<file path="src/sv/lru_pkg.sv">
// shared constants and types for the lru replacement list
`default_nettype none
package lru_pkg;

	localparam int CAPACITY = 16;
	localparam int KEY_BITS = 16;
	localparam int IDX_W    = $clog2(CAPACITY);
	localparam int RANK_W   = IDX_W;
	localparam int CNT_W    = $clog2(CAPACITY + 1);

	localparam logic [1:0] MODE_INSERT = 2'd0;
	localparam logic [1:0] MODE_EVICT  = 2'd1;
	localparam logic [1:0] MODE_ERASE  = 2'd2;

	localparam logic [1:0] ST_OK        = 2'd0;
	localparam logic [1:0] ST_EMPTY     = 2'd1;
	localparam logic [1:0] ST_NOT_FOUND = 2'd2;
	localparam logic [1:0] ST_FULL      = 2'd3;

	typedef struct packed {
		logic             load;
		logic             scan;
		logic [IDX_W-1:0] idx;
		logic             commit;
	} lru_cmd_t;

	typedef struct packed {
		logic out_free;
	} lru_sts_t;

endpackage
`default_nettype wire

</file>
<file path="src/sv/lru_ctrl.sv">
// sequencer: accept, slot scan, commit
`default_nettype none
module lru_ctrl
	import lru_pkg::*;
(
	input  wire logic     clk,
	input  wire logic     arst_n,
	input  wire logic     in_valid,
	output logic          in_stall,
	input  wire lru_sts_t sts,
	output lru_cmd_t      cmd
);

	typedef enum logic [2:0] {
		S_IDLE   = 3'b001,
		S_SCAN   = 3'b010,
		S_UPDATE = 3'b100
	} state_t;

	state_t           state_q, state_d;
	logic [IDX_W-1:0] idx_q, idx_d;
	logic             last_idx;

	assign last_idx = (idx_q == IDX_W'(CAPACITY - 1));
	assign in_stall = (state_q != S_IDLE);

	always_comb begin
		state_d    = state_q;
		idx_d      = idx_q;
		cmd.load   = 1'b0;
		cmd.scan   = 1'b0;
		cmd.idx    = idx_q;
		cmd.commit = 1'b0;
		unique case (state_q)
			S_IDLE: begin
				if (in_valid) begin
					cmd.load = 1'b1;
					idx_d    = '0;
					state_d  = S_SCAN;
				end
			end
			S_SCAN: begin
				cmd.scan = 1'b1;
				idx_d    = idx_q + 1'b1;
				if (last_idx) begin
					state_d = S_UPDATE;
				end
			end
			S_UPDATE: begin
				// wait for the result register to be free
				if (sts.out_free) begin
					cmd.commit = 1'b1;
					state_d    = S_IDLE;
				end
			end
			default: begin
				state_d = S_IDLE;
			end
		endcase
	end

	always_ff @(posedge clk or negedge arst_n) begin
		if (!arst_n) begin
			state_q <= S_IDLE;
			idx_q   <= '0;
		end else begin
			state_q <= state_d;
			idx_q   <= idx_d;
		end
	end

endmodule
`default_nettype wire

</file>
<file path="src/sv/lru_datapath.sv">
// slot store, scan match registers, rank update and result register
`default_nettype none
module lru_datapath
	import lru_pkg::*;
(
	input  wire logic                clk,
	input  wire logic                arst_n,
	input  wire lru_cmd_t            cmd,
	output lru_sts_t                 sts,
	input  wire logic [1:0]          mode,
	input  wire logic [KEY_BITS-1:0] key,
	output logic                     out_valid,
	input  wire logic                out_stall,
	output logic [1:0]               status,
	output logic [KEY_BITS-1:0]      victim_key,
	output logic [CNT_W-1:0]         entry_count
);

	logic [KEY_BITS-1:0] key_slots_q [CAPACITY];
	logic [RANK_W-1:0]   rank_q      [CAPACITY];
	logic [CAPACITY-1:0] valid_q;
	logic [CNT_W-1:0]    count_q;

	logic [1:0]          mode_q;
	logic [KEY_BITS-1:0] key_q;
	logic                hit_q;
	logic [IDX_W-1:0]    hit_idx_q;
	logic [RANK_W-1:0]   hit_rank_q;
	logic [KEY_BITS-1:0] hit_key_q;
	logic                free_found_q;
	logic [IDX_W-1:0]    free_idx_q;

	logic                out_valid_q;
	logic [1:0]          status_q;
	logic [KEY_BITS-1:0] victim_q;
	logic [CNT_W-1:0]    out_count_q;

	logic                slot_vld;
	logic                key_match;
	logic                age_match;
	logic                scan_hit;
	logic                full;

	logic                touch, add, drop_evict, drop_erase;
	logic [1:0]          status_d;
	logic [KEY_BITS-1:0] victim_d;
	logic [CNT_W-1:0]    count_d;

	// one slot examined per scan cycle
	assign slot_vld  = valid_q[cmd.idx];
	assign key_match = slot_vld && (key_slots_q[cmd.idx] == key_q);
	assign age_match = slot_vld && ({{(CNT_W-RANK_W){1'b0}}, rank_q[cmd.idx]} == count_q - 1'b1);
	assign scan_hit  = ((mode_q == MODE_INSERT || mode_q == MODE_ERASE) && key_match) ||
	                   ((mode_q == MODE_EVICT) && age_match);
	assign full      = (count_q >= CNT_W'(CAPACITY));

	always_comb begin
		touch      = 1'b0;
		add        = 1'b0;
		drop_evict = 1'b0;
		drop_erase = 1'b0;
		status_d   = ST_OK;
		victim_d   = '0;
		count_d    = count_q;
		unique case (mode_q)
			MODE_INSERT: begin
				if (hit_q) begin
					touch = 1'b1;
				end else if (full) begin
					status_d = ST_FULL;
				end else begin
					add = 1'b1;
					if (free_found_q) begin
						count_d = count_q + 1'b1;
					end
				end
			end
			MODE_EVICT: begin
				if (count_q == '0 || !hit_q) begin
					status_d = ST_EMPTY;
				end else begin
					drop_evict = 1'b1;
					victim_d   = hit_key_q;
					count_d    = count_q - 1'b1;
				end
			end
			MODE_ERASE: begin
				if (hit_q) begin
					drop_erase = 1'b1;
					count_d    = count_q - 1'b1;
				end else begin
					status_d = ST_NOT_FOUND;
				end
			end
			default: begin
				status_d = ST_OK;
			end
		endcase
	end

	// item registers and scan results
	always_ff @(posedge clk or negedge arst_n) begin
		if (!arst_n) begin
			hit_q        <= 1'b0;
			free_found_q <= 1'b0;
		end else if (cmd.load) begin
			hit_q        <= 1'b0;
			free_found_q <= 1'b0;
		end else if (cmd.scan) begin
			if (!hit_q && scan_hit) begin
				hit_q <= 1'b1;
			end
			if (!free_found_q && !slot_vld) begin
				free_found_q <= 1'b1;
			end
		end
	end

	always_ff @(posedge clk) begin
		if (cmd.load) begin
			mode_q <= mode;
			key_q  <= key;
		end
		if (cmd.scan && !hit_q && scan_hit) begin
			hit_idx_q  <= cmd.idx;
			hit_rank_q <= rank_q[cmd.idx];
			hit_key_q  <= key_slots_q[cmd.idx];
		end
		if (cmd.scan && !free_found_q && !slot_vld) begin
			free_idx_q <= cmd.idx;
		end
	end

	// valid bits and count
	always_ff @(posedge clk or negedge arst_n) begin
		if (!arst_n) begin
			valid_q <= '0;
			count_q <= '0;
		end else if (cmd.commit) begin
			count_q <= count_d;
			if (add && free_found_q) begin
				valid_q[free_idx_q] <= 1'b1;
			end
			if (drop_evict || drop_erase) begin
				valid_q[hit_idx_q] <= 1'b0;
			end
		end
	end

	// keys and ranks, all slots updated side by side
	always_ff @(posedge clk) begin
		if (cmd.commit) begin
			for (int i = 0; i < CAPACITY; i++) begin
				if (valid_q[i]) begin
					if (touch && rank_q[i] < hit_rank_q) begin
						rank_q[i] <= rank_q[i] + 1'b1;
					end
					if (add) begin
						rank_q[i] <= rank_q[i] + 1'b1;
					end
					if (drop_erase && rank_q[i] > hit_rank_q) begin
						rank_q[i] <= rank_q[i] - 1'b1;
					end
				end
			end
			if (touch) begin
				rank_q[hit_idx_q] <= '0;
			end
			if (add && free_found_q) begin
				rank_q[free_idx_q]      <= '0;
				key_slots_q[free_idx_q] <= key_q;
			end
		end
	end

	// result register
	always_ff @(posedge clk or negedge arst_n) begin
		if (!arst_n) begin
			out_valid_q <= 1'b0;
		end else if (cmd.commit) begin
			out_valid_q <= 1'b1;
		end else if (!out_stall) begin
			out_valid_q <= 1'b0;
		end
	end

	always_ff @(posedge clk) begin
		if (cmd.commit) begin
			status_q    <= status_d;
			victim_q    <= victim_d;
			out_count_q <= count_d;
		end
	end

	assign sts.out_free = !out_valid_q || !out_stall;
	assign out_valid    = out_valid_q;
	assign status       = status_q;
	assign victim_key   = victim_q;
	assign entry_count  = out_count_q;

endmodule
`default_nettype wire

</file>
<file path="src/sv/lru_replacer_top.sv">
// lru replacement list: top level
// operation: the item is accepted, then a serial slot scan examines one slot
// per scan cycle, then a commit updates the ranks and loads the result register
// one item at a time: the input stays stalled from acceptance until the commit;
// a stalled result holds the commit and the input
// reset: arst_n clears valid bits, count and control at once; keys and ranks
// need no clearing since only valid slots are ever read
`default_nettype none
module lru_replacer_top
	import lru_pkg::*;
(
	input  wire logic                clk,
	input  wire logic                arst_n,
	input  wire logic                in_valid,
	output logic                     in_stall,
	input  wire logic [1:0]          mode,
	input  wire logic [KEY_BITS-1:0] key,
	output logic                     out_valid,
	input  wire logic                out_stall,
	output logic [1:0]               status,
	output logic [KEY_BITS-1:0]      victim_key,
	output logic [CNT_W-1:0]         entry_count
);

	lru_cmd_t cmd;
	lru_sts_t sts;

	lru_ctrl u_ctrl (
		.clk      (clk),
		.arst_n   (arst_n),
		.in_valid (in_valid),
		.in_stall (in_stall),
		.sts      (sts),
		.cmd      (cmd)
	);

	lru_datapath u_datapath (
		.clk         (clk),
		.arst_n      (arst_n),
		.cmd         (cmd),
		.sts         (sts),
		.mode        (mode),
		.key         (key),
		.out_valid   (out_valid),
		.out_stall   (out_stall),
		.status      (status),
		.victim_key  (victim_key),
		.entry_count (entry_count)
	);

endmodule
`default_nettype wire

</file>
<file path="config.mk">
export PLATFORM = sky130hd
export DESIGN_NAME = lru_replacer_top
export DESIGN_NICKNAME = d
export VERILOG_FILES = /design/src/sv/lru_pkg.sv /design/src/sv/lru_ctrl.sv /design/src/sv/lru_datapath.sv /design/src/sv/lru_replacer_top.sv
export SDC_FILE = /design/constraint.sdc
export NUM_CORES = 1
export LEC_CHECK = 0
export BUFFER_PORTS_ARGS = -buffer_cell sky130_fd_sc_hd__buf_4
export CORE_ASPECT_RATIO = 0.7
export CORE_UTILIZATION = 30
export CTS_CLUSTER_DIAMETER = 150
export DETAILED_ROUTE_END_ITERATION = 8
export GPL_TIMING_DRIVEN = 0
export SYNTH_ARGS = -nofsm -noshare
export SYNTH_HDL_FRONTEND = slang
export SYNTH_SLANG_ARGS = --single-unit
</file>
<file path="constraint.sdc">
create_clock -name clk -period 3.95 [get_ports clk]
set_clock_uncertainty 0.2 [all_clocks]
set_input_delay 0.1975 -clock clk [delete_from_list [all_inputs] [get_ports clk]]
set_output_delay 0.1975 -clock clk [all_outputs]
set_load 0.01 [all_outputs]
</file>
==> qor.txt <==
Crit path buf inv count: 5
Pwr/cell area: 478 nW/um^2
Synth cell types: 72
Worst endpoint required time: 4.02 ns
CP Class: reg2reg
Die X: 312 microns
Final instance area: 24500 sq um
Remaining Overflow, GRT: 0
CP arrival: 4.05 ns
Synth warn: 0
Synth Cell Area: 20200 sq um
First-pass GRT wire length: 81.1 mm
Top cells by area, synth: edfxtp_1 (48%), mux4_2 (7.7%), dfxtp_1 (6.4%), ha_1 (6.1%), dfrtp_1 (3.7%)
Setup ws final: -0.0310 ns
Max stage delay on crit path: 0.52 ns
Hold endpoint: u_datapath.key_q[0]$_DFFE_PP_
Tmin final: 3.98 ns
Clock root cell: clkbuf_16
Post-synthesis async set-or-reset flop share: 7.38%
Post-Layout Cell Count: 2549
Cell Chain, Critical Path: buf_12 -> buf_12 -> buf_12 -> mux4_2 -> a22oi_2 -> a21oi_2 -> nor4_4 -> nand4_1 -> or3b_4 -> a211oi_4 -> buf_6 -> buf_16
R2R depth: 12
Final setup fails: 12
Placement Cell Area: 22100 sq um
Total number of vias: 13.2k
Vias in the first global route: 12.8k
Post-DP HPWL: 38.6 mm
Clock Sinks: 420
Routability Congestion: 0.873
RR Endpoint: u_datapath.hit_key_q[2]$_DFFE_PP_
Max H-tree Level: 2
Die area: 68300 sq um
Mapped Cells: 1449
DR DRC count: 0
Failing checks: negative setup slack
Run status: complete, but fails checks
Setup crit end kind: flop
Fin. max-slew vios: 0
Critical Path Slowest Stage Cell: mux4_2
Mapped Avg Cell Area: 13.9 sq um
NumNets Final: 1762
Final Cycle Share: 101%
Hold depth: 2
Detailed Routing Iterations Pass 1: 8
Gr usage total: 15.7%
Hold WC Path Type: in2reg
Ports: 47
Fmax: 251 MHz
Share of the synthesized area in the top cell type: 48.4%
Syn_nets: 1585
CTS Buffer Depth: 3
Worst-Margin Slew: 1.05 ns
Power Total: 11.7 mW
Leak: 9.00 nW
Crit-path leading delay family: simple AND/OR/NAND/NOR gates
Yosys reg bits: 420
Layout cells sized above 1: 22.1%
Worst r2r src: u_ctrl.idx_q[0]$_DFFE_PN0P_
Hold_sp: key[0]
Post-synth EDFFs: 325
Clk Latency, worst-skew pair: 0.57 ns
CTS tree: yes
Clock buffer count from CTS: 44
Synth area leader: edfxtp_1
Initial DRC Count: 1303
Type of origin of the critical path: flop
Initial core utilization: 30.4%
VDD IR-drop max: 0.296 mV
Maximum fanout along the worst path: 8
Routed vias/inst: 5.17
Most common cell in the netlist: edfxtp_1
Pin count of the biggest net entering global routing: 31
Placed cells: 2407
Routed WL per cell: 21.3 microns
Worst-path clk slew: 0.06 ns
Worst R2R Setup Slack: -0.03 ns
Unrepaired setup endpoints after global routing: true
Final hold violation count: 0
Detail Route Antenna Nets: 0
Synthesis-to-finish area growth: 21.4%
IO buf count: 46
Row count: 79
Final WL: 54.3 mm
Ys flop type: edfxtp_1
Setup TNS: -0.283 ns
Max cap viols: 0
Worst slew margin: 29.9%
Sequential fraction of the synthesis area: 58.6%
Synth top cells by count: edfxtp_1 (325), nor2_1 (122), ha_1 (99), inv_1 (92), a21oi_1 (72)
Initial antenna violation count: 2
Fin util: 36.8%
Die H: 219 microns
CP most frequent cell: buf_12
Core Area: 66400 sq um
-- report_power, final --
group	total, mW	switching, mW	internal (mW)
logic	2.52	1.27	1.24
clock network	4.00	1.74	2.26
registers	5.19	0.203	4.99
-- flip-flops by register name, summed over array words and instances (netlist names), 3 cells and up --
name,cells
u_ctrl.idx_q,4
u_ctrl.state_q,3
u_datapath.count_q,5
u_datapath.entry_count,5
u_datapath.free_idx_q,4
u_datapath.hit_idx_q,4
u_datapath.hit_key_q,16
u_datapath.hit_rank_q,4
u_datapath.key_q,16
u_datapath.key_slots_q,256
u_datapath.rank_q,64
u_datapath.valid_q,16
u_datapath.victim_key,16
-- placed cells by master (no fill, tap or decap), drive strengths merged, types with 9 or more instances in the layout --
master,netlist,routed
mux2i,32,32
ha,99,99
a22oi,17,17
o22a,12,12
o21ai,34,34
xnor2,45,45
buf,23,129
inv,93,95
mux2,12,12
a21oi,72,72
xor2,31,31
a21o,17,17
fa,15,15
and3,11,11
nor3b,11,11
nand2b,9,9
nand2,44,44
nor2b,27,27
mux4,77,77
nor3,18,18
o21a,11,11
o221ai,13,13
dfxtp,64,64
dfrtp,30,30
and2,22,22
a211oi,20,20
nand3,19,19
or3,9,9
nor2,122,122
clkinv,2,20
nand4,14,14
edfxtp,325,325
dlygate4sd3,0,22
clkbuf,23,76
-- routing by layer --
metal	track usage [%]	share of wire, %
met1	23.8	48
met2	22.8	43
met3	3.55	8.3
met4	3.27	1.3
met5	0	0
-- what timing repair did --
| action | 4_1_cts | 5_1_grt |
|---|---|---|
| gates resized for setup | 57 | 50 |
| cloned | 1 | 2 |
| pin swaps | 7 | 12 |
| setup endpoints to repair | 104 | 88 |
| buffers inserted | 10 | 29 |
| hold endpoints to repair | 54 | 0 |
| hold buffers | 23 | 0 |
-- worst register-to-register path, delay by kind of cell, from the launching register on --
kind	cells	cell delay [ns]
AND/OR/NAND/NOR	3	1.10
buffers and inverters	5	0.75
AO/OA/AOI/OAI	3	0.70
multiplexers	1	0.52
flip-flops	1	0.42
-- worst max path at each step --
stage	from	endpoint	slack, ns	depth (start not counted)
6_report	u_ctrl.idx_q[0]$_DFFE_PN0P_	u_datapath.hit_key_q[2]$_DFFE_PP_	-0.03	12
5_1_grt	u_ctrl.idx_q[0]$_DFFE_PN0P_	u_datapath.hit_key_q[3]$_DFFE_PP_	-0.13	12
4_1_cts	u_ctrl.idx_q[0]$_DFFE_PN0P_	u_datapath.hit_key_q[3]$_DFFE_PP_	0.003	12
3_5_place_dp	u_ctrl.idx_q[1]$_DFFE_PN0P_	u_datapath.hit_key_q[15]$_DFFE_PP_	-1.15	10
3_3_place_gp	u_ctrl.state_q[2]$_DFFE_PN0P_	u_datapath.valid_q[8]$_DFFE_PN0P_	-2.03	9
2_1_floorplan	u_ctrl.state_q[2]$_DFFE_PN0P_	u_datapath.key_slots_q[0][0]$_DFFE_PP_	0.08	7
-- cell families (layout without fill, tap and decap cells) --
| family | count (synthesis) | in the layout | synth area share, % |
|---|---|---|---|
| buf+inv | 141 | 349 | 3.01 |
| mux | 121 | 121 | 11.0 |
| simple gates | 330 | 330 | 8.20 |
| fa+ha+maj | 114 | 114 | 7.63 |
| xor+xnor | 76 | 76 | 3.30 |
| flops | 420 | 420 | 58.6 |
| other cells | 0 | 1 | 0 |
| compound gates | 247 | 247 | 8.23 |
-- area by class of cell --
type | instances | area [sq um]
diodes | 1 | 2.50
clock inverters | 27 | 228
plain buffers | 46 | 345
well taps | 891 | 1110
clock buffers | 50 | 1130
fillers | 6279 | 41900
repair buffers | 131 | 1390
flip-flops and latches | 420 | 11800
multi-input cells | 888 | 8070
inverters | 95 | 373
-- metrics by stage --
step	setup WS [ns]	hold slack (ns)
5_1_grt	-0.130	0.151
2_1_floorplan	0.0817	-0.298
4_1_cts	0.00348	0.136
6_report	-0.0310	0.164
3_3_place_gp	-2.03	-0.0410
3_5_place_dp	-1.15	-0.0308
Note: power is estimated with default switching activity, not from simulation.
